<file path="src/rtl/assert_macros.svh">
// Assertion macros shared by the power button classifier RTL.
// Included by files that carry concurrent assertions; no other dependencies.
`ifndef ASSERT_MACROS_SVH
`define ASSERT_MACROS_SVH

// General clocked check, disabled while reset is asserted
`define PBPC_ASSERT(lbl, clk, rst_n, prop) \
    lbl: assert property (@(posedge clk) disable iff (!rst_n) (prop)) \
        else $error("pbpc assertion failed");

// A signal that, once high, stays high until reset
`define PBPC_ASSERT_STICKY(lbl, clk, rst_n, sig) \
    lbl: assert property (@(posedge clk) disable iff (!rst_n) (sig) |=> (sig)) \
        else $error("pbpc sticky signal dropped");

`endif

</file>
<file path="src/rtl/pbpc_pkg.sv">
// Package for the power button classifier: payload and threshold types,
// register indexes and reset values. No dependencies.
package pbpc_pkg;

    localparam int unsigned NOW_BITS       = 32;
    localparam int unsigned THRESH_BITS    = 16;
    localparam int unsigned CFG_INDEX_BITS = 2;

    // Configuration register indexes
    typedef enum logic [CFG_INDEX_BITS-1:0] {
        CFG_DEBOUNCE  = 2'd0,
        CFG_POWERDOWN = 2'd1,
        CFG_FORCEON   = 2'd2
    } cfg_index_t;

    localparam logic [THRESH_BITS-1:0] DEBOUNCE_RESET  = 16'd50;
    localparam logic [THRESH_BITS-1:0] POWERDOWN_RESET = 16'd2000;
    localparam logic [THRESH_BITS-1:0] FORCEON_RESET   = 16'd5000;

    typedef struct packed {
        logic [THRESH_BITS-1:0] debounce_ms;
        logic [THRESH_BITS-1:0] powerdown_ms;
        logic [THRESH_BITS-1:0] forceon_ms;
    } thresh_t;

    typedef struct packed {
        logic [NOW_BITS-1:0] now_ms;
        logic                button_level;
        logic                ack_press;
        logic                ack_force_on;
    } poll_t;

    typedef struct packed {
        logic press_pending;
        logic powerdown_request;
        logic force_on_request;
        logic held_at_startup;
    } result_t;

endpackage

</file>
<file path="src/rtl/pbpc_poll_if.sv">
// Poll channel: one button sample with its millisecond time and acks.
// Depends on pbpc_pkg for field widths.
interface pbpc_poll_if;
    logic                          valid;
    logic                          ready;
    logic [pbpc_pkg::NOW_BITS-1:0] now_ms;
    logic                          button_level;
    logic                          ack_press;
    logic                          ack_force_on;

    modport source (output valid, now_ms, button_level, ack_press, ack_force_on,
                    input ready);
    modport sink (input valid, now_ms, button_level, ack_press, ack_force_on,
                  output ready);
endinterface

</file>
<file path="src/rtl/pbpc_result_if.sv">
// Result channel: the four classifier flags for one poll.
// No package dependencies.
interface pbpc_result_if;
    logic valid;
    logic ready;
    logic press_pending;
    logic powerdown_request;
    logic force_on_request;
    logic held_at_startup;

    modport source (output valid, press_pending, powerdown_request, force_on_request,
                    held_at_startup, input ready);
    modport sink (input valid, press_pending, powerdown_request, force_on_request,
                  held_at_startup, output ready);
endinterface

</file>
<file path="src/rtl/pbpc_cfg_if.sv">
// Configuration write channel: register index and write data.
// Depends on pbpc_pkg for widths.
interface pbpc_cfg_if;
    logic                                valid;
    logic                                ready;
    logic [pbpc_pkg::CFG_INDEX_BITS-1:0] index;
    logic [pbpc_pkg::THRESH_BITS-1:0]    data;

    modport source (output valid, index, data, input ready);
    modport sink (input valid, index, data, output ready);
endinterface

</file>
<file path="src/rtl/power_button_press_classifier.sv">
// Top level of the power button press classifier: poll register, core, result register.
// Depends on pbpc_pkg, the channel interfaces, pbpc_cfg_regs and pbpc_core.
//
//  channel   dir   transfer fields
//  poll      in    now_ms, button_level, ack_press, ack_force_on
//  result    out   press_pending, powerdown_request, force_on_request, held_at_startup
//  cfg       in    index, data (threshold write)
//
// One poll per cycle sustained while the result is taken; a poll is captured in the poll register,
// then its result in the result register, from which it transfers.
// The combinational subtract/compare path between poll and result registers sets the rate.
// rst_n clears the pipeline, classification state and thresholds to their reset values.
// A stalled result holds the pipeline; the poll register still fills behind it.
module power_button_press_classifier #(
    parameter int unsigned TIME_BITS = 32
) (
    input  logic         clk,
    input  logic         rst_n,
    pbpc_poll_if.sink    poll,
    pbpc_result_if.source result,
    pbpc_cfg_if.sink     cfg
);
    import pbpc_pkg::*;

    poll_t   poll_item;
    poll_t   in_item_reg;
    logic    in_valid_reg, in_valid_next;
    result_t core_res;
    result_t out_item_reg;
    logic    out_valid_reg, out_valid_next;
    logic    advance;
    logic    poll_xfer;
    thresh_t thresh;

    assign poll_item.now_ms       = poll.now_ms;
    assign poll_item.button_level = poll.button_level;
    assign poll_item.ack_press    = poll.ack_press;
    assign poll_item.ack_force_on = poll.ack_force_on;

    // Pipeline flow control
    assign advance    = in_valid_reg && (!out_valid_reg || result.ready);
    assign poll.ready = !in_valid_reg || advance;
    assign poll_xfer  = poll.valid && poll.ready;

    always_comb
    begin
        in_valid_next = in_valid_reg;
        if (poll_xfer)
        begin
            in_valid_next = 1'b1;
        end
        else if (advance)
        begin
            in_valid_next = 1'b0;
        end
        out_valid_next = out_valid_reg;
        if (advance)
        begin
            out_valid_next = 1'b1;
        end
        else if (result.ready)
        begin
            out_valid_next = 1'b0;
        end
    end

    always_ff @(posedge clk or negedge rst_n)
    begin
        if (!rst_n)
        begin
            in_valid_reg  <= 1'b0;
            out_valid_reg <= 1'b0;
        end
        else
        begin
            in_valid_reg  <= in_valid_next;
            out_valid_reg <= out_valid_next;
        end
    end

    // Payload registers
    always_ff @(posedge clk)
    begin
        if (poll_xfer)
        begin
            in_item_reg <= poll_item;
        end
        if (advance)
        begin
            out_item_reg <= core_res;
        end
    end

    pbpc_cfg_regs u_cfg_regs (
        .clk    (clk),
        .rst_n  (rst_n),
        .cfg    (cfg),
        .thresh (thresh)
    );

    pbpc_core #(
        .TIME_BITS (TIME_BITS)
    ) u_core (
        .clk    (clk),
        .rst_n  (rst_n),
        .step   (advance),
        .poll   (in_item_reg),
        .thresh (thresh),
        .res    (core_res)
    );

    assign result.valid             = out_valid_reg;
    assign result.press_pending     = out_item_reg.press_pending;
    assign result.powerdown_request = out_item_reg.powerdown_request;
    assign result.force_on_request  = out_item_reg.force_on_request;
    assign result.held_at_startup   = out_item_reg.held_at_startup;

endmodule

</file>
<file path="src/rtl/pbpc_cfg_regs.sv">
// Threshold registers written over the configuration channel.
// Depends on pbpc_pkg and pbpc_cfg_if.
module pbpc_cfg_regs (
    input  logic              clk,
    input  logic              rst_n,
    pbpc_cfg_if.sink          cfg,
    output pbpc_pkg::thresh_t thresh
);
    import pbpc_pkg::*;

    thresh_t thresh_reg;
    thresh_t thresh_next;

    // Writes are always taken
    assign cfg.ready = 1'b1;

    // Decode the register index; unknown indexes are dropped
    always_comb
    begin
        thresh_next = thresh_reg;
        if (cfg.valid)
        begin
            case (cfg.index)
                CFG_DEBOUNCE:  thresh_next.debounce_ms  = cfg.data;
                CFG_POWERDOWN: thresh_next.powerdown_ms = cfg.data;
                CFG_FORCEON:   thresh_next.forceon_ms   = cfg.data;
                default:       thresh_next = thresh_reg;
            endcase
        end
    end

    always_ff @(posedge clk or negedge rst_n)
    begin
        if (!rst_n)
        begin
            thresh_reg.debounce_ms  <= DEBOUNCE_RESET;
            thresh_reg.powerdown_ms <= POWERDOWN_RESET;
            thresh_reg.forceon_ms   <= FORCEON_RESET;
        end
        else
        begin
            thresh_reg <= thresh_next;
        end
    end

    assign thresh = thresh_reg;

endmodule

</file>
<file path="src/rtl/pbpc_core.sv">
// Press classification state and next-state logic for one poll per step.
// Depends on pbpc_pkg and assert_macros.svh.
`include "assert_macros.svh"

module pbpc_core #(
    parameter int unsigned TIME_BITS = 32
) (
    input  logic              clk,
    input  logic              rst_n,
    input  logic              step,
    input  pbpc_pkg::poll_t   poll,
    input  pbpc_pkg::thresh_t thresh,
    output pbpc_pkg::result_t res
);
    import pbpc_pkg::*;

    // Zero-extend or truncate to the time width
    logic [TIME_BITS+NOW_BITS-1:0]    now_wide;
    logic [TIME_BITS+THRESH_BITS-1:0] deb_wide;
    logic [TIME_BITS+THRESH_BITS-1:0] pd_wide;
    logic [TIME_BITS+THRESH_BITS-1:0] fo_wide;
    logic [TIME_BITS-1:0]             now_t;
    logic [TIME_BITS-1:0]             deb_t;
    logic [TIME_BITS-1:0]             pd_t;
    logic [TIME_BITS-1:0]             fo_t;

    logic                 started_reg,   started_next;
    logic                 prev_reg,      prev_next;
    logic                 startup_reg,   startup_next;
    logic [TIME_BITS-1:0] start_reg,     start_next;
    logic [TIME_BITS-1:0] held_reg,      held_next;
    logic                 short_reg,     short_next;
    logic                 pd_reg,        pd_next;
    logic                 fo_reg,        fo_next;
    logic                 short_upd;
    logic                 fo_upd;

    assign now_wide = {{TIME_BITS{1'b0}}, poll.now_ms};
    assign deb_wide = {{TIME_BITS{1'b0}}, thresh.debounce_ms};
    assign pd_wide  = {{TIME_BITS{1'b0}}, thresh.powerdown_ms};
    assign fo_wide  = {{TIME_BITS{1'b0}}, thresh.forceon_ms};
    assign now_t    = now_wide[TIME_BITS-1:0];
    assign deb_t    = deb_wide[TIME_BITS-1:0];
    assign pd_t     = pd_wide[TIME_BITS-1:0];
    assign fo_t     = fo_wide[TIME_BITS-1:0];

    // Edge handling, hold timing and threshold checks
    always_comb
    begin
        started_next = started_reg;
        prev_next    = prev_reg;
        startup_next = startup_reg;
        start_next   = start_reg;
        held_next    = held_reg;
        short_upd    = short_reg;
        pd_next      = pd_reg;
        fo_upd       = fo_reg;
        if (!started_reg)
        begin
            // first poll only captures the level
            prev_next    = poll.button_level;
            startup_next = poll.button_level;
            started_next = 1'b1;
        end
        else
        begin
            if (prev_reg != poll.button_level)
            begin
                if (prev_reg)
                begin
                    // release
                    if ((held_reg > deb_t) && !startup_reg)
                    begin
                        short_upd = 1'b1;
                    end
                    startup_next = 1'b0;
                end
                else
                begin
                    // press: stamp the time
                    start_next = now_t;
                end
                prev_next = poll.button_level;
            end
            if (poll.button_level)
            begin
                held_next = now_t - start_next;
                if ((held_next >= pd_t) && !startup_next)
                begin
                    pd_next   = 1'b1;
                    held_next = '0;
                end
                if ((held_next >= fo_t) && startup_next)
                begin
                    fo_upd    = 1'b1;
                    held_next = '0;
                end
            end
        end
        // acks apply after the result is formed
        short_next = short_upd & ~poll.ack_press;
        fo_next    = fo_upd & ~poll.ack_force_on;
    end

    assign res.press_pending     = short_upd;
    assign res.powerdown_request = pd_next;
    assign res.force_on_request  = fo_upd;
    assign res.held_at_startup   = startup_next;

    always_ff @(posedge clk or negedge rst_n)
    begin
        if (!rst_n)
        begin
            started_reg <= 1'b0;
            prev_reg    <= 1'b0;
            startup_reg <= 1'b0;
            start_reg   <= '0;
            held_reg    <= '0;
            short_reg   <= 1'b0;
            pd_reg      <= 1'b0;
            fo_reg      <= 1'b0;
        end
        else if (step)
        begin
            started_reg <= started_next;
            prev_reg    <= prev_next;
            startup_reg <= startup_next;
            start_reg   <= start_next;
            held_reg    <= held_next;
            short_reg   <= short_next;
            pd_reg      <= pd_next;
            fo_reg      <= fo_next;
        end
    end

    // Checks on the classification state
    `PBPC_ASSERT_STICKY(a_pd_sticky, clk, rst_n, pd_reg)
    `PBPC_ASSERT_STICKY(a_started_sticky, clk, rst_n, started_reg)
    `PBPC_ASSERT(a_fo_only_startup, clk, rst_n, $rose(fo_reg) |-> startup_reg)
    `PBPC_ASSERT(a_short_not_startup, clk, rst_n, $rose(short_reg) |-> !startup_reg)
    `PBPC_ASSERT(a_idle_holds, clk, rst_n, !step |=> $stable(held_reg) && $stable(start_reg))

endmodule
</file>
<file path="src/flat_wrapper.sv">
// flat-port wrapper written by rule: the top's interface ports become plain ports
module power_button_press_classifier_flat import pbpc_pkg::*;
#(
    parameter int unsigned TIME_BITS = 32
)
  (clk, rst_n, poll_valid, poll_now_ms, poll_button_level, poll_ack_press, poll_ack_force_on, poll_ready, result_valid, result_press_pending, result_powerdown_request, result_force_on_request, result_held_at_startup, result_ready, cfg_valid, cfg_index, cfg_data, cfg_ready);
  pbpc_poll_if poll_i ();
  pbpc_result_if result_i ();
  pbpc_cfg_if cfg_i ();
  input  logic clk;
  input  logic rst_n;
  input wire logic [$bits(poll_i.valid)-1:0] poll_valid;
  input wire logic [$bits(poll_i.now_ms)-1:0] poll_now_ms;
  input wire logic [$bits(poll_i.button_level)-1:0] poll_button_level;
  input wire logic [$bits(poll_i.ack_press)-1:0] poll_ack_press;
  input wire logic [$bits(poll_i.ack_force_on)-1:0] poll_ack_force_on;
  output wire logic [$bits(poll_i.ready)-1:0] poll_ready;
  output wire logic [$bits(result_i.valid)-1:0] result_valid;
  output wire logic [$bits(result_i.press_pending)-1:0] result_press_pending;
  output wire logic [$bits(result_i.powerdown_request)-1:0] result_powerdown_request;
  output wire logic [$bits(result_i.force_on_request)-1:0] result_force_on_request;
  output wire logic [$bits(result_i.held_at_startup)-1:0] result_held_at_startup;
  input wire logic [$bits(result_i.ready)-1:0] result_ready;
  input wire logic [$bits(cfg_i.valid)-1:0] cfg_valid;
  input wire logic [$bits(cfg_i.index)-1:0] cfg_index;
  input wire logic [$bits(cfg_i.data)-1:0] cfg_data;
  output wire logic [$bits(cfg_i.ready)-1:0] cfg_ready;
  assign poll_i.valid = poll_valid;
  assign poll_i.now_ms = poll_now_ms;
  assign poll_i.button_level = poll_button_level;
  assign poll_i.ack_press = poll_ack_press;
  assign poll_i.ack_force_on = poll_ack_force_on;
  assign poll_ready = poll_i.ready;
  assign result_valid = result_i.valid;
  assign result_press_pending = result_i.press_pending;
  assign result_powerdown_request = result_i.powerdown_request;
  assign result_force_on_request = result_i.force_on_request;
  assign result_held_at_startup = result_i.held_at_startup;
  assign result_i.ready = result_ready;
  assign cfg_i.valid = cfg_valid;
  assign cfg_i.index = cfg_index;
  assign cfg_i.data = cfg_data;
  assign cfg_ready = cfg_i.ready;
  power_button_press_classifier #(.TIME_BITS(TIME_BITS)) u_core (.clk(clk), .rst_n(rst_n), .poll(poll_i), .result(result_i), .cfg(cfg_i));
endmodule
</file>
<file path="config.mk">
export PLATFORM = sky130hd
export DESIGN_NAME = power_button_press_classifier_flat
export DESIGN_NICKNAME = d
export VERILOG_FILES = /design/src/rtl/pbpc_pkg.sv /design/src/rtl/pbpc_poll_if.sv /design/src/rtl/pbpc_result_if.sv /design/src/rtl/pbpc_cfg_if.sv /design/src/rtl/power_button_press_classifier.sv /design/src/rtl/pbpc_cfg_regs.sv /design/src/rtl/pbpc_core.sv /design/src/flat_wrapper.sv
export VERILOG_INCLUDE_DIRS = /design/src /design/src/rtl
export SDC_FILE = /design/constraint.sdc
export NUM_CORES = 1
export LEC_CHECK = 0
export BUFFER_PORTS_ARGS = -buffer_cell sky130_fd_sc_hd__buf_2
export CAP_MARGIN = 10
export CORE_AREA = 2 2 182 184
export CTS_BUF_LIST = sky130_fd_sc_hd__clkbuf_8 sky130_fd_sc_hd__clkbuf_16
export DETAILED_ROUTE_END_ITERATION = 12
export DIE_AREA = 0 0 184 186
export PLACE_DENSITY_LB_ADDON = 0.05
export SYNTH_ARGS = -nofsm -noshare
export SYNTH_HDL_FRONTEND = slang
export SYNTH_SLANG_ARGS = --single-unit
</file>
<file path="constraint.sdc">
create_clock -name clk -period 7.8 [get_ports clk]
set_input_delay 0.39 -clock clk [delete_from_list [all_inputs] [get_ports clk]]
set_output_delay 0.39 -clock clk [all_outputs]
set_load 0.01 [all_outputs]
</file>
# [Word level (Yosys, flattened, before mapping)]
# Index checks and enable logic that the tools add are counted.
[totals] ff_bits=159 input_bits=58 out_inout_bits=7
[op_classes] add_sub_neg=1 magnitude_cmp=3 eq_ne=4 muxes=27 bitwise_logic=4 n_reduce_logical=20
[op_table] operator="$mux 32" n=7
[op_table] operator="$ge 32x16->1" n=2
[op_table] operator="$gt 32x16->1" n=1
[op_table] operator="$sub 32x32->32" n=1
[op_table] operator="$mux 1" n=20
[op_table] operator="$reduce_and 2->1" n=5
[op_table] operator="$logic_and 1x1->1" n=5
[op_table] operator="$logic_not 1->1" n=4
[op_table] operator="$reduce_bool 2->1" n=2
[op_table] operator="$reduce_and 3->1" n=1
[op_table] operator="$and 1x1->1" n=2
[op_table] operator="$eq 2x1->1 const B" n=1
[op_table] operator="$eq 2x2->1 const B" n=1
[op_table] operator="$logic_not 2->1" n=1
[op_table] operator="$logic_or 1x1->1" n=2
[op_table] operator="$ne 2x1->1 const B" n=1
[op_table] operator="$not 1->1" n=2
[op_table] operator="$ne 1x1->1" n=1

# [Logic depth before layout (Yosys ltp)]
# Gate-level depths: netlist of the first run.
[depth] depth_word=15 depth_mapped=33

# [Hierarchy]
# From an unflattened synthesis of the first run, not the netlist that was laid out.
[hier_totals] hier_cells=924 hier_area_um2=9665.5
[by_module_without_submodules] mod="pbpc_core" n_inst=1 cells_per_inst=773 area_per_inst_um2=6546.3 seq_area_each_um2=1751.7
[by_module_without_submodules] mod="pbpc_cfg_regs" n_inst=1 cells_per_inst=104 area_per_inst_um2=1844.3 seq_area_each_um2=1218.7
[by_module_without_submodules] mod="power_button_press_classifier" n_inst=1 cells_per_inst=47 area_per_inst_um2=1275.0 seq_area_each_um2=1221.2

# [Worst setup path after synthesis of the first run]
# Ideal clock, no wire load.
[synth_path] path_type="reg-to-reg" startpoint="reg u_core.in_item_reg[2] (netlist bit)" endpoint="reg u_core.u_core.held_reg[8]" arrival_ns=6.637 required_time_ns=7.690 setup_slack_ns=1.053 path_stages_with_launch=32 path_buffers=4 period_less_slack_ns=6.747 path_cell_list="edfxtp_1 > clkbuf_1 > nand2_1 > buf_1 > mux2i_1 > ha_1 > clkbuf_1 > a21oi_1 > o22ai_1 > or2_2 > or3_1 > a31oi_1 > xor2_1 > inv_1 > ha_1 > nand4_1 > nor2_1 > a21oi_1 > and3_1 > nand4_1 > a21o_1 > ha_1 > nand2b_1 > a21o_1 > a21o_1 > a21o_1 > a21oi_1 > nor2b_1 > o41ai_1 > a22oi_1 > clkbuf_1 > o41ai_1"
[synth_between] elab_chain_len=12 word_cells_on_any_way=16
[synth_lines] element="start: declaration" line_no="power_button_press_classifier.sv:26" rtl="poll_t in_item_reg;"
[synth_lines] element="start signal: assignment" line_no="power_button_press_classifier.sv:86" rtl="in_item_reg <= poll_item;"
[synth_lines] element="$ne 1x1->1" line_no="pbpc_core.sv:67" rtl="if (prev_reg != poll.button_level)"
[synth_lines] element="$mux 32" line_no="pbpc_core.sv:67"
[synth_lines] element="$mux 32" line_no="pbpc_core.sv:58" rtl="if (!started_reg)"
[synth_lines] element="$sub 32x32->32" line_no="pbpc_core.sv:87" rtl="held_next = now_t - start_next;"
[synth_lines] element="$ge 32x16->1" line_no="pbpc_core.sv:88" rtl="if ((held_next >= pd_t) && !startup_next)"
[synth_lines] element="$logic_and 1x1->1" line_no="pbpc_core.sv:88"
[synth_lines] element="$mux 32" line_no="pbpc_core.sv:88"
[synth_lines] element="$mux 32" line_no="pbpc_core.sv:85" rtl="if (poll.button_level)"
[synth_lines] element="$mux 32" line_no="pbpc_core.sv:58"
[synth_lines] element="$ge 32x16->1" line_no="pbpc_core.sv:93" rtl="if ((held_next >= fo_t) && startup_next)"
[synth_lines] element="$logic_and 1x1->1" line_no="pbpc_core.sv:93"
[synth_lines] element="$mux 32" line_no="pbpc_core.sv:93"
[synth_lines] element="end signal: assignment" line_no="pbpc_core.sv:129" rtl="held_reg <= held_next;"
[synth_lines] element="end: declaration" line_no="pbpc_core.sv:31" rtl="logic [TIME_BITS-1:0] held_reg, held_next;"
# Parallel ways exist; a longest one is shown, timed or not. The select of a mux whose other input is x is not followed.
# A chain may end at the register's enable or synchronous reset.

# [Worst setup path in the final report of the first run]
[layout_path] startpoint="reg u_core.in_item_reg[2] (netlist bit)" endpoint="reg u_core.u_core.held_reg[1]"
# The elaborated chain is that of the path after synthesis.

==> run summary, run 1 <==
Final clock skew - 17.0 ps
Routed WL per cell - 18.2 um
PwrDens - 291 nW/um^2
Initial antenna violation count - 0
Filler cells - 3373
Netlist Area Pre-Place - 9600 um^2
Final ANT Viol Nets - 0
Period utilization - 90.5%
Rel. slew slack - 28.2%
Chip Height - 186 um
Synth top area share - 27.6%
Seq/Total Area, Yosys - 43.7%
Initial Util - 29.8%
Pin count of the biggest net entering global routing - 73
Setup TNS - 0 ps
Iteration-0 DRC Markers - 430
Final setup fails - 0
CP max FO - 20
Critical Path AT - 7390 ps
Die area - 34200 um^2
Antenna diode count - 0
Peak VDD IR - 168 uV
Slew Limit Fails - 0
Worst hold path class - primary input to async pin
Nets - 1139
Worst setup SP type - flop
Mapped Nets - 1095
Hold-fix buffers at CTS - 0
CTS tree - built
Async SR Flop Fraction - 75.5%
# rows - 66
Gates resized, CTS repair - 0
Max Clk Rate - 142 MHz
Worst-Margin Slew - 1070 ps
Worst-case clock buffer depth - 2
Distinct cell type count after synthesis - 72
Share of cells above drive strength 1 - 16.5%
Via count - 7075
Core Box Area - 32200 um^2
Post-DP HPWL - 19500 um
IO Pins - 65
RSZ-0062 raised after global routing - no
Worst Path Required - 8130 ps
Leakage power - 4.99 nW
Area Growth Syn to Fin - 12.6%
Hold Slack - 118 ps
Top_reg_cell synth - dfrtp_1
Placer Congestion - 0.865
Top cells by area, synth - dfrtp_1, edfxtp_1, ha_1
Die X-Extent - 184 um
Worst-Skew Late Latency - 440 ps
Setup Fix Bufs, Post-CTS - 0
CTS Buf Count - 17
Fin cells - 1422
Clock slew at reported path FFs - 70 ps
Cells after DPL - 1390
Cells after synthesis - 957
Root Driver - clkbuf_16
Count of synthesis-stage warnings from yosys - 0
Tot Pwr - 3.14 mW
Grt ovf - 0
Synth Area per Inst - 10.0 um^2
CP Capture Type - flop
Clk sinks - 159
IO buf count - 63
Hold Vio Cnt, Final - 0
Tot GR Track Use - 16.2%
Status - complete, no violations
Yosys top cell by area - dfrtp_1
Max_cap viols - 0
Vias/cell - 4.98
Vias in the first global route - 7250
Initial DRT Pass Iterations - 5
H-tree Lvls - 4
Residual DRC count - 0
Period minus WS final - 7060 ps
Largest register FFs - 48
Final WL - 25800 um
#FFs+latches synth - 159
First-pass GRT wire length - 42100 um
EDFF count, synth - 39
Setup Crit Path Kind - flop to flop
layout make-up:
cell class	count	area [um^2]	share of cell area, %
Multi-Input combinational cell	682	4920	45.5
Sequential cell	159	4190	38.8
Tap cell	408	510	4.72
Clock buffer	20	489	4.53
Timing Repair Buffer	71	378	3.50
Inverter	70	263	2.43
Clock inverter	12	53.8	0.498
worst paths after layout:
check                                         from                           to  slack, ps  depth (start not counted)
min in group clk                   poll_now_ms[21]       u_core.in_item_reg[24]        120                          1
min                                          rst_n   u_core.u_core.held_reg[31]        120                          1
max reg2reg                  u_core.in_item_reg[2]    u_core.u_core.held_reg[1]        740                         27
max                          u_core.in_item_reg[2]    u_core.u_core.held_reg[1]        740                         27
min reg2reg                u_core.u_core.short_reg      u_core.u_core.short_reg        470                          2
max in group asynchronous                    rst_n  u_core.u_core.start_reg[29]       6430                          2
cell families after synthesis:
| kind of cell | after synthesis | share of synthesized area (%) |
|---|---|---|
| and+or+nand+nor | 238 | 12.2 |
| muxes | 70 | 7.76 |
| AOI/OAI and AO/OA | 274 | 18.9 |
| xor gates and xnor gates | 19 | 1.73 |
| other | 1 | 0.0391 |
| adders and majority gates | 80 | 10.5 |
| DFF | 159 | 43.7 |
| buffers and inverters | 116 | 5.16 |
metrics by stage:
step | area [um^2] | setup WS, ps | util, %
after floorplan | 9600 | 1050 | -
after global placement | 10300 | 765 | 31.9
after detailed placement | 10300 | 742 | 31.9
after CTS | 10800 | 740 | 33.5
after global routing | 10800 | 158 | 33.5
final | 10800 | 741 | 33.5
cells in the final DEF (no fill, tap or decap), drive strengths merged, types with 5 or more instances in the layout:
cell type	instances
nand2b	12
clkinv	6
o22ai	6
o21ai	72
xor2	6
nor4	8
buf	71
mux2	35
dfrtp	106
a21oi	72
o211ai	7
clkbuf	20
o41ai	18
o31ai	6
dfstp	14
a211oi	6
mux2i	35
nor2	25
a21o	29
o21a	11
a211o	5
a31oi	11
nor2b	5
or4	5
nand2	108
nand3	14
edfxtp	39
inv	76
ha	79
xnor2	13
nand4	17
and2	20
where the power goes:
| part | leakage, nW | switching (mW) | internal, mW |
|---|---|---|---|
| registers | 1.87 | 0.0576 | 0.981 |
| clock network | 0.297 | 0.337 | 0.443 |
| logic | 2.82 | 0.828 | 0.493 |
metal layers:
metal / vias up / wire length (um) / GRT usage [%]
li1: 3576 / - / -
met2: 102 / 11100 / 23.8
met3: 13 / 716 / 2.56
met4: 0 / 296 / 5.02
met5: - / 0 / 0
met1: 3384 / 13700 / 24.2
cell usage after synthesis, types with 17 or more instances:
| library cell | number |
|---|---|
| mux2i_1 | 35 |
| and2_1 | 20 |
| o21ai_0 | 69 |
| mux2_2 | 35 |
| clkbuf_1 | 26 |
| edfxtp_1 | 39 |
| dfrtp_1 | 106 |
| ha_1 | 79 |
| inv_1 | 69 |
| nand4_1 | 17 |
| a21o_1 | 29 |
| nand2_1 | 108 |
| a21oi_1 | 70 |
| nor2_1 | 25 |
critical path: stages, from the launching register on:
cell and delay (ps):
edfxtp_1 520, nand2_2 500, mux2i_1 290, ha_1 370, a21oi_1 400, o22ai_1 150, or2_2 330, or3_1 390
xnor2_1 430, inv_1 90, ha_1 310, a21o_1 170, a21o_1 170, a21oi_1 170, and3_1 210, nand4_1 130
buf_4 240, a21oi_1 160, ha_1 240, a21o_1 150, a21o_1 160, a21o_1 160, a21oi_1 160, nor2b_1 70
o41ai_1 330, a22oi_1 120, buf_4 240, o41ai_1 250
Note: power is estimated with default switching activity, not from simulation.
==> inputs of run 2 (changes only) <==
--- a/config.mk
+++ b/config.mk
@@ -13,6 +13,7 @@
 export DETAILED_ROUTE_END_ITERATION = 12
 export DIE_AREA = 0 0 184 186
 export PLACE_DENSITY_LB_ADDON = 0.05
+export REMOVE_ABC_BUFFERS = 1
 export SYNTH_ARGS = -nofsm -noshare
 export SYNTH_HDL_FRONTEND = slang
 export SYNTH_SLANG_ARGS = --single-unit
==> run 2 against run 1 <==
  * Combinational power is essentially flat
  * Maximum frequency is 1.4% lower
  * Design area increased by 0.51%
  * Hold slack got worse by 13 ps
  * Sequential share of layout area is 0.20 points lower
  * Non-clock buffer count rose by 4
  * Clock power rose by 4.5%
  * Clock skew decreased by 7.7 ps
  * Core utilization up 0.17 points
  * Global-route usage shrank 0.11 points
  * Critical endpoint is now u_core.u_core.held_reg[7]
  * Largest cell class unchanged
==> run summary, run 2 (synthesized netlist as in run 1, its figures left out) <==
Chip Height - 186 um (unchanged)
Final setup fails - 0 (unchanged)
Total buffers and inverters traversed by the critical path - 3 (unchanged)
Residual DRC count - 0 (unchanged)
Area Growth Syn to Fin - 13.2%
Worst-Skew Late Latency - 430 ps (about the same)
Initial antenna violation count - 0 (unchanged)
Top layer in use - met4
Placer Congestion - 0.829 (-4.2%)
Fin area - 10900 um^2 (+0.51%)
CP max FO - 19 (-5.0%)
Setup Fix Bufs, Post-CTS - 0 (unchanged)
Most frequent cells in the layout - nand2_1, dfrtp_1, ha_1
Tot GR Track Use - 16.1% (-0.11 points)
Die X-Extent - 184 um (unchanged)
Grt ovf - 0 (unchanged)
Filler cells - 3339 (-1.0%)
Clock slew at reported path FFs - 70 ps (about the same)
Gates resized, CTS repair - 0 (unchanged)
Share of cells above drive strength 1 - 17.4% (+0.92 points)
Die area - 34200 um^2 (unchanged)
Worst-Margin Slew - 1040 ps (-38.3 ps)
Iteration-0 DRC Markers - 354 (-18%)
Final ANT Viol Nets - 0 (unchanged)
Multi-input gate area - 4930 um^2 (+0.15%)
Root Driver - clkbuf_16
Period minus WS final - 7160 ps (+96.7 ps)
Most used cell, CP - a21o_1
Slew Limit Fails - 0 (unchanged)
Worst-case clock buffer depth - 2 (unchanged)
Status - complete, no violations
Leakage power - 4.99 nW (-0.10%)
Rel. slew slack - 30.7% (+2.6 points)
Hold-fix buffers at CTS - 0 (unchanged)
Worst setup SP type - flop
H-tree Lvls - 4 (unchanged)
Via count - 7090 (+0.21%)
IO buf count - 63 (unchanged)
CP Capture Type - flop
RSZ-0062 raised after global routing - no
Nets - 1143 (+0.35%)
Top Family by Delay on Critical Path - compound AO/OA/AOI/OAI gates
Vias in the first global route - 7324 (+1.0%)
Period utilization - 91.7% (+1.2 points)
CTS Buf Count - 17 (unchanged)
Peak VDD IR - 161 uV (-4.0%)
Max_cap viols - 0 (unchanged)
Max stage delay on crit path - 530 ps (about the same)
Slowest CP cell - edfxtp_1
Register area - 4190 um^2 (unchanged)
Final WL - 26000 um (+0.56%)
Routed WL per cell - 18.2 um (+0.28%)
Initial Util - 29.8% (unchanged)
# rows - 66 (unchanged)
Antenna diode count - 0 (unchanged)
Vias/cell - 4.97 (about the same)
Setup Crit Path Kind - flop to flop
Setup TNS - 0 ps (unchanged)
Hold Vio Cnt, Final - 0 (unchanged)
Met1 wire length - 12600 um (-8.1%)
Worst Path Required - 8130 ps (about the same)
Max Clk Rate - 140 MHz (-1.4%)
Post-DP HPWL - 19500 um (about the same)
PwrDens - 292 nW/um^2 (+0.33%)
Critical Path AT - 7480 ps (+90 ps)
Met2 WL post-DR - 12300 um (+10%)
Clk sinks - 159 (unchanged)
Tot Pwr - 3.17 mW (+0.84%)
Pin count of the biggest net entering global routing - 70 (-4.1%)
IO Pins - 65 (unchanged)
Initial DRT Pass Iterations - 5 (unchanged)
Largest register FFs - 48 (unchanged)
Worst hold path class - primary input to async pin
Final clock skew - 9.26 ps (-7.71 ps)
First-pass GRT wire length - 41800 um (-0.90%)
Placed Area - 10300 um^2 (+0.32%)
Met3 wire len - 799 um (+12%)
CTS tree - built
Core Box Area - 32200 um^2 (unchanged)
## run 2: changes by cell type in the layout (fill, tap and decap cells not counted), sizes merged
cell,before,now
bufinv,0,1
buf,71,75
clkinvlp,0,4
clkinv,6,4
clkbuf,20,17
## run 2: routing by layer
layer  global-route usage, %  up-vias
met3                    3.27       16
met2                    26.8      117
met5                       0        -
li1                        -     3567
met4                    4.03        0
met1                    21.3     3390
## run 2: power by group
group,internal (mW),leakage [nW],switching [mW]
clock,0.443,0.269,0.372
combinational,0.503,2.85,0.811
sequential,0.981,1.87,0.0569
## run 2: final cells by class
class,count,share of cell area [%]
well taps,408,4.70
clock inverters,15,1.24
repair buffers,75,3.76
multi-input cells,682,45.4
inverters,70,2.42
flip-flops and latches,159,38.6
clock buffers,17,3.92
## run 2: final timing paths
path,start,to,slack [ps],cells past startpoint
setup / recovery,u_core.in_item_reg[2],u_core.u_core.held_reg[7],640,25
hold / removal,rst_n,u_core.u_cfg_regs.thresh[4],100,1
setup reg to reg,u_core.in_item_reg[2],u_core.u_core.held_reg[7],640,25
hold reg to reg,u_core.u_core.pd_reg,u_core.u_core.pd_reg,470,1
max in group asynchronous,rst_n,u_core.u_core.start_reg[11],6390,2
min in group clk,poll_now_ms[21],u_core.in_item_reg[24],130,1
## run 2: per-stage QoR
stage | cells | worst slack (ps) | hold slack [ps] | util, %
after detailed placement | 1394 | 468 | 457 | 32.0
after global placement | 1394 | 535 | 450 | 32.0
after CTS | 1426 | 432 | 94.2 | 33.7
final | 1426 | 645 | 105 | 33.7
after floorplan | 911 | 367 | 94.4 | -
after global routing | 1426 | 97.6 | 93.3 | 33.7
## run 2: worst register-to-register path, stage by stage (launching register included)
cell and delay, ps:
edfxtp_1 530, nand2_4 350, buf_4 320, mux2i_1 260, ha_1 390, a21o_1 260
a21o_1 170, a21oi_1 470, o211ai_1 180, or4_1 510, a211o_1 250, nor4_1 510
buf_4 210, nand4_1 120, a21o_1 240, ha_1 260, nand2b_1 140, a21o_1 170
a21o_1 160, a21o_1 170, a21oi_1 130, nor2b_1 60, o41ai_1 380, a22oi_1 310
buf_4 270, o41ai_1 230
==> inputs of run 3 (changes only) <==
==> constraint.sdc (replaced) <==
create_clock -name clk -period 9 [get_ports clk]
set_input_delay 0.45 -clock clk [delete_from_list [all_inputs] [get_ports clk]]
set_output_delay 0.45 -clock clk [all_outputs]
set_load 0.01 [all_outputs]
==> run 3 against run 2 <==
  * Count of clock-buffer cells in the layout did not move
  * Power fell by 13%
  * Routed wire length fell by 1.2%
  * Maximum frequency fell by 6.7%
  * Sequential share of layout area rose by 0.12 points
  * Clock power fell by 13%
  * Non-clock buffer count fell by 4
  * Core utilization fell by 0.10 points
  * Critical path depth rose by 5
  * First-iteration DRC count fell by 0.85%
  * Largest cell class unchanged
==> run summary, run 3 (synthesized netlist as in run 1, its figures left out) <==
CP max FO - 19 (unchanged)
Hold Slack - 169 ps (+64.5 ps)
Worst setup SP type - flop
Most frequent cells in the layout - nand2_1, dfrtp_1, ha_1
P_sw - 1.08 mW (-13%)
Die area - 34200 um^2 (unchanged)
Initial antenna violation count - 0 (unchanged)
Iteration-0 DRC Markers - 351 (-0.85%)
Die X-Extent - 184 um (unchanged)
Gate power share - 41.2% (-0.3 points)
PwrDens - 253 nW/um^2 (-13%)
Filler cells - 3343 (+0.12%)
Final clock skew - 16.5 ps (+7.28 ps)
Cells after DPL - 1390 (-0.29%)
Initial DRT Pass Iterations - 7 (+2)
Fin cells - 1422 (-0.28%)
Fin area - 10800 um^2 (-0.30%)
Status - complete, no violations
Pin count of the biggest net entering global routing - 72 (+2.9%)
Setup WS post-layout - 1330 ps (+684 ps)
H-tree Lvls - 4 (unchanged)
CTS Buf Count - 17 (unchanged)
Period minus WS final - 7670 ps (+516 ps)
Largest register FFs - 48 (unchanged)
Worst-case clock buffer depth - 2 (unchanged)
Gates resized, CTS repair - 0 (unchanged)
Tot GR Track Use - 16.0% (-0.096 points)
Initial Util - 29.8% (unchanged)
Chip Height - 186 um (unchanged)
Antenna diode count - 0 (unchanged)
Clk sinks - 159 (unchanged)
Leakage power - 4.97 nW (-0.44%)
Period utilization - 85.2% (-6.5 points)
Grt ovf - 0 (unchanged)
Vias in the first global route - 7209 (-1.6%)
Worst-Skew Late Latency - 450 ps (+20 ps)
Critical Path AT - 8000 ps (+520 ps)
Routed WL per cell - 18.0 um (-0.88%)
Slew Limit Fails - 0 (unchanged)
Setup Crit Path Kind - flop to flop
IO buf count - 63 (unchanged)
Final ANT Viol Nets - 0 (unchanged)
Final Util - 33.6% (-0.10 points)
Vias/cell - 5.00 (+0.59%)
Final WL - 25700 um (-1.2%)
Placed Area - 10300 um^2 (-0.29%)
Tot Pwr - 2.74 mW (-13%)
Max Clk Rate - 130 MHz (-6.7%)
Placer Congestion - 0.833 (+0.48%)
Max_cap viols - 0 (unchanged)
Via count - 7112 (+0.31%)
Hold Vio Cnt, Final - 0 (unchanged)
Net Sw Frac - 39.4% (+0.24 points)
Post-DP HPWL - 19300 um (-0.95%)
Worst hold path class - primary input to async pin
Setup TNS - 0 ps (unchanged)
CTS tree - built
Area Growth Syn to Fin - 12.8%
DP Worst Slack - 1250 ps (+779 ps)
Sequential power share - 32.8% (about the same)
Hold-fix buffers at CTS - 0 (unchanged)
First-pass GRT wire length - 41300 um (-1.0%)
RSZ-0062 raised after global routing - no
Clock power frac - 26.0% (+0.3 points)
Peak VDD IR - 130 uV (-20%)
# rows - 66 (unchanged)
Share of cells above drive strength 1 - 17.1% (-0.33 points)
Setup Fix Bufs, Post-CTS - 0 (unchanged)
Max stage delay on crit path - 540 ps (about the same)
Root Driver - clkbuf_16
Nets - 1139 (-0.35%)
Clock slew at reported path FFs - 70 ps (about the same)
Most used cell, CP - a21o_1
Final setup fails - 0 (unchanged)
Rel. slew slack - 29.4% (-1.3 points)
IO Pins - 65 (unchanged)
Core Box Area - 32200 um^2 (unchanged)
Worst Path Required - 9330 ps (+1200 ps)
Worst-Margin Slew - 1060 ps (+20.0 ps)
CP Capture Type - flop
Slowest CP cell - nand4_1
Internal power - 1.66 mW (-14%)
Residual DRC count - 0 (unchanged)
run 3: changes by cell type in the layout (fill, tap and decap cells not counted), sizes merged:
cell,delta
buf,-4
run 3: power groups by stage:
stage / Clock [mW] / Combinational, mW / Sequential (mW)
after floorplan: 0 / 0.808 / 0.900
after global placement: 0 / 1.16 / 0.913
after detailed placement: 0 / 1.14 / 0.915
after CTS: 0.746 / 1.15 / 0.902
after global routing: 0.771 / 1.28 / 0.913
final: 0.713 / 1.13 / 0.900
run 3: final timing paths:
kind / from / end / slack, ps / cells after the start
setup / recovery: u_core.in_item_reg[2] / u_core.u_core.held_reg[4] / 1330 / 30
hold / removal: rst_n / u_core.u_cfg_regs.thresh[19] / 170 / 1
setup reg to reg: u_core.in_item_reg[2] / u_core.u_core.held_reg[4] / 1330 / 30
hold reg to reg: u_core.u_core.short_reg / u_core.u_core.short_reg / 470 / 2
max in group asynchronous: rst_n / u_core.u_core.start_reg[23] / 7580 / 2
min in group clk: poll_now_ms[17] / u_core.in_item_reg[20] / 170 / 1
run 3: critical path, delay by kind of cell, from the launching register on:
kind,cells,cell delay (ps)
AND/OR/NAND/NOR,6,1510
XOR/XNOR,1,330
flip-flops,1,520
adder cells (fa/ha/maj),4,1070
buffers and inverters,3,370
AO/OA/AOI/OAI,16,3760
run 3: area by class of cell:
type                            count  area (um^2)  area share, %
Multi-Input combinational cell    682         4920           45.5
Sequential cell                   159         4190           38.7
Tap cell                          408          510           4.72
Clock buffer                       17          425           3.93
Timing Repair Buffer               71          378           3.49
Inverter                           70          263           2.43
Clock inverter                     15          138           1.27
run 3: per-layer routing:
layer  GRT usage, %  wire [um]
met1           21.4      12500
met3           3.29        711
met5              0          0
met4           4.90        412
met2           26.0      12000
